**src/design/wce_pkg.sv**
```systemverilog
// Shared constants for the wavelet coding encoder.
// Holds parameter defaults, register and result widths, and saturation limits.
// No dependencies.
package wce_pkg;

    localparam int M_DEFAULT            = 2;
    localparam int G_DEFAULT            = 2;
    localparam int SAMPLE_WIDTH_DEFAULT = 16;
    localparam int COEF_WIDTH_DEFAULT   = 4;

    localparam int CFG_WIDTH = 32;
    localparam int OUT_WIDTH = 24;
    localparam int OUT_MAX   = (2 ** (OUT_WIDTH - 1)) - 1;
    localparam int OUT_MIN   = -(2 ** (OUT_WIDTH - 1));

endpackage

```
**src/design/wavelet_coding_encoder_unit.sv**
```systemverilog
// Wavelet coding encoder top level with its result queue; depends on wce_pkg.
// Results of a block-completing request are registered into the result queue and reach the
// output once the results already queued ahead of them have drained.
// Throughput: one request per cycle; a block of M requests yields M results, stream-last M*G,
// drained one per cycle if m_ready is high from a 2*M*G queue holding s_ready low on overflow.
// Reset (aresetn low, synchronous): clears accumulators, block position, queue and coefficients.
module wavelet_coding_encoder_unit #(
    parameter int M            = wce_pkg::M_DEFAULT,
    parameter int G            = wce_pkg::G_DEFAULT,
    parameter int SAMPLE_WIDTH = wce_pkg::SAMPLE_WIDTH_DEFAULT,
    parameter int COEF_WIDTH   = wce_pkg::COEF_WIDTH_DEFAULT
) (
    input  logic                                 aclk,
    input  logic                                 aresetn,
    input  logic                                 cfg_valid,
    output logic                                 cfg_ready,
    input  logic [wce_pkg::CFG_WIDTH-1:0]        cfg_data,
    input  logic                                 s_valid,
    output logic                                 s_ready,
    input  logic signed [SAMPLE_WIDTH-1:0]       s_sample,
    input  logic                                 s_stream_last,
    output logic                                 m_valid,
    input  logic                                 m_ready,
    output logic signed [wce_pkg::OUT_WIDTH-1:0] m_encoded_value,
    output logic                                 m_run_last
);

    localparam int BANDS   = M * G;
    localparam int ENTRIES = M * BANDS;
    localparam int QDEPTH  = 2 * BANDS;
    localparam int CNT_W   = $clog2(QDEPTH + 1);
    localparam int POS_W   = $clog2(M);
    localparam int OUT_W   = wce_pkg::OUT_WIDTH;
    localparam int PROD_W  = SAMPLE_WIDTH + COEF_WIDTH;
    localparam int SUM_W   = ((PROD_W > OUT_W) ? PROD_W : OUT_W) + 1;

    localparam logic signed [SUM_W-1:0] SUM_MAX = SUM_W'(wce_pkg::OUT_MAX);
    localparam logic signed [SUM_W-1:0] SUM_MIN = SUM_W'(wce_pkg::OUT_MIN);

    logic [wce_pkg::CFG_WIDTH-1:0] cfg_reg;
    logic signed [OUT_W-1:0]       acc_reg [BANDS];
    logic signed [OUT_W-1:0]       acc_next [BANDS];
    logic [POS_W-1:0]              pos_reg;
    logic [POS_W-1:0]              pos_next;
    logic [CNT_W-1:0]              count_reg;
    logic [CNT_W-1:0]              count_next;
    logic signed [OUT_W-1:0]       q_val_reg [QDEPTH];
    logic signed [OUT_W-1:0]       q_val_next [QDEPTH];
    logic                          q_last_reg [QDEPTH];
    logic                          q_last_next [QDEPTH];

    logic signed [COEF_WIDTH-1:0]  coef_all [ENTRIES];
    logic signed [COEF_WIDTH-1:0]  coef_sel [BANDS];
    logic signed [PROD_W-1:0]      prod [BANDS];
    logic signed [SUM_W-1:0]       sum [BANDS];
    logic signed [OUT_W-1:0]       upd [BANDS];

    logic                          pos_last;
    logic                          complete;
    logic [CNT_W-1:0]              n_new;
    logic [CNT_W-1:0]              base;
    logic                          s_accept;
    logic                          pop;
    logic                          push;

    for (genvar e = 0; e < ENTRIES; e++) begin : g_coef
        if ((e + 1) * COEF_WIDTH <= wce_pkg::CFG_WIDTH) begin : g_in
            assign coef_all[e] = $signed(cfg_reg[e*COEF_WIDTH +: COEF_WIDTH]);
        end else begin : g_out
            assign coef_all[e] = '0;
        end
    end

    assign cfg_ready = 1'b1;
    assign pos_last  = (pos_reg == POS_W'(M - 1));
    assign complete  = pos_last || s_stream_last;
    assign n_new     = !complete ? '0 : (s_stream_last ? CNT_W'(BANDS) : CNT_W'(M));
    assign s_ready   = ({1'b0, count_reg} + {1'b0, n_new}) <= (CNT_W + 1)'(QDEPTH);
    assign s_accept  = s_valid && s_ready;
    assign m_valid   = (count_reg != '0);
    assign pop       = m_valid && m_ready;
    assign push      = s_accept && (n_new != '0);
    assign base      = count_reg - CNT_W'(pop);

    assign m_encoded_value = q_val_reg[0];
    assign m_run_last      = q_last_reg[0];

    always_comb begin
        for (int j = 0; j < BANDS; j++) begin
            coef_sel[j] = '0;
            for (int p = 0; p < M; p++) begin
                if (pos_reg == POS_W'(p)) begin
                    coef_sel[j] = coef_all[p*BANDS + j];
                end
            end
            prod[j] = s_sample * coef_sel[j];
            sum[j]  = SUM_W'(acc_reg[j]) + SUM_W'(prod[j]);
            if (sum[j] > SUM_MAX) begin
                upd[j] = SUM_MAX[OUT_W-1:0];
            end else if (sum[j] < SUM_MIN) begin
                upd[j] = SUM_MIN[OUT_W-1:0];
            end else begin
                upd[j] = sum[j][OUT_W-1:0];
            end
        end
    end

    always_comb begin
        acc_next = acc_reg;
        pos_next = pos_reg;
        if (s_accept) begin
            if (!complete) begin
                acc_next = upd;
                pos_next = pos_reg + POS_W'(1);
            end else begin
                for (int j = 0; j < BANDS; j++) begin
                    acc_next[j] = '0;
                end
                if (!s_stream_last) begin
                    for (int j = 0; j < BANDS - M; j++) begin
                        acc_next[j] = upd[j + M];
                    end
                end
                pos_next = '0;
            end
        end
    end

    always_comb begin
        q_val_next  = q_val_reg;
        q_last_next = q_last_reg;
        if (pop) begin
            for (int i = 0; i < QDEPTH - 1; i++) begin
                q_val_next[i]  = q_val_reg[i + 1];
                q_last_next[i] = q_last_reg[i + 1];
            end
        end
        if (push) begin
            for (int i = 0; i < QDEPTH; i++) begin
                for (int k = 0; k < BANDS; k++) begin
                    if ((CNT_W'(k) < n_new) && ((base + CNT_W'(k)) == CNT_W'(i))) begin
                        q_val_next[i]  = upd[k];
                        q_last_next[i] = (CNT_W'(k) == (n_new - CNT_W'(1)));
                    end
                end
            end
        end
        count_next = base + (push ? n_new : '0);
    end

    always_ff @(posedge aclk) begin
        if (!aresetn) begin
            cfg_reg   <= '0;
            pos_reg   <= '0;
            count_reg <= '0;
            for (int j = 0; j < BANDS; j++) begin
                acc_reg[j] <= '0;
            end
        end else begin
            if (cfg_valid && cfg_ready) begin
                cfg_reg <= cfg_data;
            end
            pos_reg   <= pos_next;
            count_reg <= count_next;
            acc_reg   <= acc_next;
        end
    end

    always_ff @(posedge aclk) begin
        q_val_reg  <= q_val_next;
        q_last_reg <= q_last_next;
    end

endmodule

```
**config.mk**
```make
export PLATFORM = sky130hd
export DESIGN_NAME = wavelet_coding_encoder_unit
export DESIGN_NICKNAME = d
export VERILOG_FILES = /design/src/design/wce_pkg.sv /design/src/design/wavelet_coding_encoder_unit.sv
export SDC_FILE = /design/constraint.sdc
export NUM_CORES = 2
export LEC_CHECK = 0
export BUFFER_PORTS_ARGS = -buffer_cell sky130_fd_sc_hd__buf_2
export CAP_MARGIN = 0
export CORE_MARGIN = 8
export CORE_UTILIZATION = 40
export DETAILED_ROUTE_END_ITERATION = 16
export PLACE_DENSITY = 0.65
export SLEW_MARGIN = 20
export SYNTH_ARGS = -nofsm -noshare
export SYNTH_HDL_FRONTEND = slang
export SYNTH_SLANG_ARGS = --single-unit
export TNS_END_PERCENT = 100
```
**constraint.sdc**
```tcl
create_clock -name aclk -period 5.94 [get_ports aclk]
set_input_delay 1.188 -clock aclk [delete_from_list [all_inputs] [get_ports aclk]]
set_output_delay 1.188 -clock aclk [all_outputs]
set_load 0.02 [all_outputs]
```
==> flow_summary.yaml <==
outcome:
  status: "finished, final reports clean"
global_route:
  antenna_found_initial: 10
  gr-total-overflow: 0
  use_met1_pct: 41.6
  met2_usage_pct: 49.8
  track_usage_pct: 32.6
  grt_busiest_layer: "met2"
  grt_pass1_wl_um: 237000
  first_global_vias: 36300
  grt_start_max_net_pins: 52
  met3_usage_pct: 7.77
critical_path:
  cp.arrival_ns: 6.44
  critPathTopFamily: "adder cells"
  path_buf_inv: 7
  cp-end-kind: "flip-flop"
  cp-start-kind: "flip-flop"
  worstPathRequired_ns: 6.47
  rrSetupSlack_ns: 0.04
  path_common_cell: "buf_4"
  worstPathCellList: "buf_4, mux2i_1, buf_6, buf_4, mux2i_1, ha_1, inv_1, buf_4, fa_1, inv_1, fa_1, ha_1, a21oi_1, o21a_1, nand2_1, or4b_4, and3_4, or2_1, maj3_2, buf_12, a222oi_1, o21a_1"
  reg2reg_to: "q_val_reg[152]"
  cp_slowest_stage_delay_ns: 0.56
  crit_path_max_fanout: 14
  path_class: "reg2reg"
  slowest_stage: "or4b_4"
  r2r_cells: 22
  timing.rr.start: "pos_last"
die:
  die_area_um2: 96300
  initial_core_util_pct: 40.1
  die_x_um: 310
  ioPinCount: 82
  die_h_um: 310
  num_rows: 108
  coreArea_um2: 86300
cts:
  cts_max_level: 2
  insertion_delay_ns: 0.61
  numCtsBuffers: 43
  cts_tree: "built"
  cts-root-buf: "clkbuf_16"
  clk_pin_slew_worst_paths_ns: 0.06
  cts.sinks: 333
  cts_hold_buf: 0
  clockBufferDepth: 3
yosys:
  synthSimpleGateAreaFrac_pct: 16.8
  synth_seq_area_share_pct: 20.0
  ys_ff_latch: 333
  synth_top_area_share_pct: 17.8
  synth_top_area_cell: "dfxtp_1"
  synthTopCellsByCount: "inv_1 (454), nand2_1 (425), a21oi_1 (312), dfxtp_1 (308), nor2_1 (288)"
  syn-num-nets: 4828
  synth.avg_cell_area_um2: 8.01
  synth_xor_area_share_pct: 2.25
  synth_mux_area_share_pct: 6.15
  synth_edf_count: 25
  yosysWarningCount: 0
  postSynthCellCount: 4325
  synth_compound_area_share_pct: 24.6
  async_reset_ff_share_pct: 0
  synth.most_common_cell: "inv_1"
  netlist_area_um2: 34700
  synth_top_cells_by_area: "dfxtp_1 (18%), fa_1 (14%), ha_1 (7.5%)"
  synth_ff_type: "dfxtp_1"
  synth_top_family_by_area: "compound AO/OA/AOI/OAI gates"
  synthDistinctLibCells: 112
  synth_adder_area_share_pct: 21.9
routing:
  vias_per_cell: 6.04
  drtAntennaViolNets: 0
  post_drt_wl_per_cell_um: 26.3
  dr.pass1.iters: 12
  post-route-drc-count: 0
  routed_wl_um: 162000
  dr_total_vias: 37200
  first_iter_violations: 4581
pwr:
  power.density_nw_per_um2: 607
  p_sw_share_pct: 52.9
  p_total_uw: 26800
  intPower_uw: 12600
  peakVddDrop_mv: 0.521
  p_sw_uw: 14200
  seq_power_share_pct: 14.5
  comb_power_share_pct: 75.8
  clkPwrFrac_pct: 9.7
  leakage_uw: 0.0200
final_layout:
  multi_input_area_um2: 25300
  seqCellArea_um2: 6920
  syn_to_final_growth_pct: 27.3
  fin_util_pct: 51.1
  largest_reg_flops: 168
  nFillCells: 8192
  fin_nets: 5469
  drive_above_1_share_pct: 22.2
  fin_cells: 6159
hold_path:
  hold_depth: 2
  min_to: "acc_reg[93]"
  hold_path.class: "reg2reg"
  min_from: "acc_reg[93]"
placed_design:
  dp_hpwl_um: 124000
  gp_congestion: 1.07
  place_inst: 6066
  portBuffers: 80
sta:
  max_freq_mhz: 169
  setup_viol: 0
  fin_crit_sh_pct: 99.4
  rsz0062_at_grt: "yes"
  drv_slew: 0
  max_slew_margin_pct: 27.9
  final.min_clock_period_ns: 5.90
  clock-skew-final_ns: 0.0301
  finalHoldViolCount: 0
  tightestPinTransition_ns: 1.08
job:
  cap_violations: 0
-- metal layers --
| metal | vias up | wire length (µm) |
|---|---|---|
| met1 | 17800 | 63000 |
| met3 | 611 | 18400 |
| met5 | - | 12 |
| li1 | 16400 | - |
| met2 | 2373 | 68500 |
| met4 | 2 | 12200 |
-- placed cells by master (no fill, tap or decap), drive strengths merged, types with 34 or more instances in the layout --
master,n
a211oi,61
a21o,41
a21oi,328
a221oi,52
a22oi,71
buf,862
clkbuf,68
dfxtp,308
fa,242
ha,207
inv,460
mux2i,212
nand2,426
nand3,67
nor2,293
nor2b,255
nor3,46
o211ai,48
o21a,38
o21ai,331
o221ai,68
o22ai,56
xnor2,54
xor2,34
-- stage by stage --
stage | instance area, µm² | setup WS (ns) | TNS [ns] | hold WS, ns
finish | 44100 | 0.0353 | 0 | 0.470
detailed placement | 42300 | -0.646 | -105.65 | 0.454
CTS | 43600 | 0.0101 | 0 | 0.469
global placement | 42300 | -0.603 | -98.37 | 0.452
floorplan | 34700 | 0.00965 | 0 | 0.432
global route | 44100 | -0.0772 | -0.385 | 0.496
-- layout make-up --
type                    count  area share (%)
flip-flops and latches    333            15.7
clock inverters            15           0.275
repair buffers            867            16.8
multi-input cells        3264            57.4
clock buffers              63            2.65
inverters                 457            3.91
well taps                1155            3.28
diodes                      5          0.0284
-- worst reg2reg max path: stages, from the launching register on --
cell	delay [ns]
dfxtp_4	0.37
buf_4	0.20
mux2i_1	0.30
buf_6	0.23
buf_4	0.17
mux2i_1	0.06
ha_1	0.30
inv_1	0.14
buf_4	0.17
fa_1	0.48
inv_1	0.05
fa_1	0.36
ha_1	0.34
a21oi_1	0.19
o21a_1	0.18
nand2_1	0.08
or4b_4	0.56
and3_4	0.24
or2_1	0.29
maj3_2	0.37
buf_12	0.17
a222oi_1	0.39
o21a_1	0.19
-- power by group through the flow --
| stage | clock [µW] | combinational, µW | sequential [µW] |
|---|---|---|---|
| after floorplan | 0 | 9840 | 3540 |
| after global placement | 0 | 19000 | 3870 |
| after detailed placement | 0 | 19200 | 3870 |
| after CTS | 2590 | 19300 | 3830 |
| after global routing | 2660 | 21200 | 3910 |
| final | 2590 | 20300 | 3880 |
-- what timing repair did --
item                                    CTS  global route
endpoints found under the setup margin    6           236
resized for setup                         4           103
cloned                                    0             2
setup buffers                             0             8
pin swaps                                 0            13
-- cells by family (layout without fill, tap and decap cells) --
kind of cell,Yosys count,count (layout)
simple gates,1220,1220
buf+inv,728,1402
fa+ha+maj,463,463
xor+xnor,88,88
compound gates,1279,1279
mux,213,213
flops,333,333
other cells,1,6
-- worst max path at each step --
stage                      start        endpoint  slack [ns]  cells after the start
floorplan           s_sample[11]   q_val_reg[20]        0.01                     19
detailed placement   s_sample[2]   q_val_reg[52]       -0.65                     20
global route            pos_last   q_val_reg[20]       -0.08                     25
CTS                     pos_last     acc_reg[55]        0.01                     21
finish                  pos_last  q_val_reg[152]        0.04                     22
global placement    s_sample[11]   q_val_reg[52]       -0.60                     21
Power figures use the tool's default switching activity.
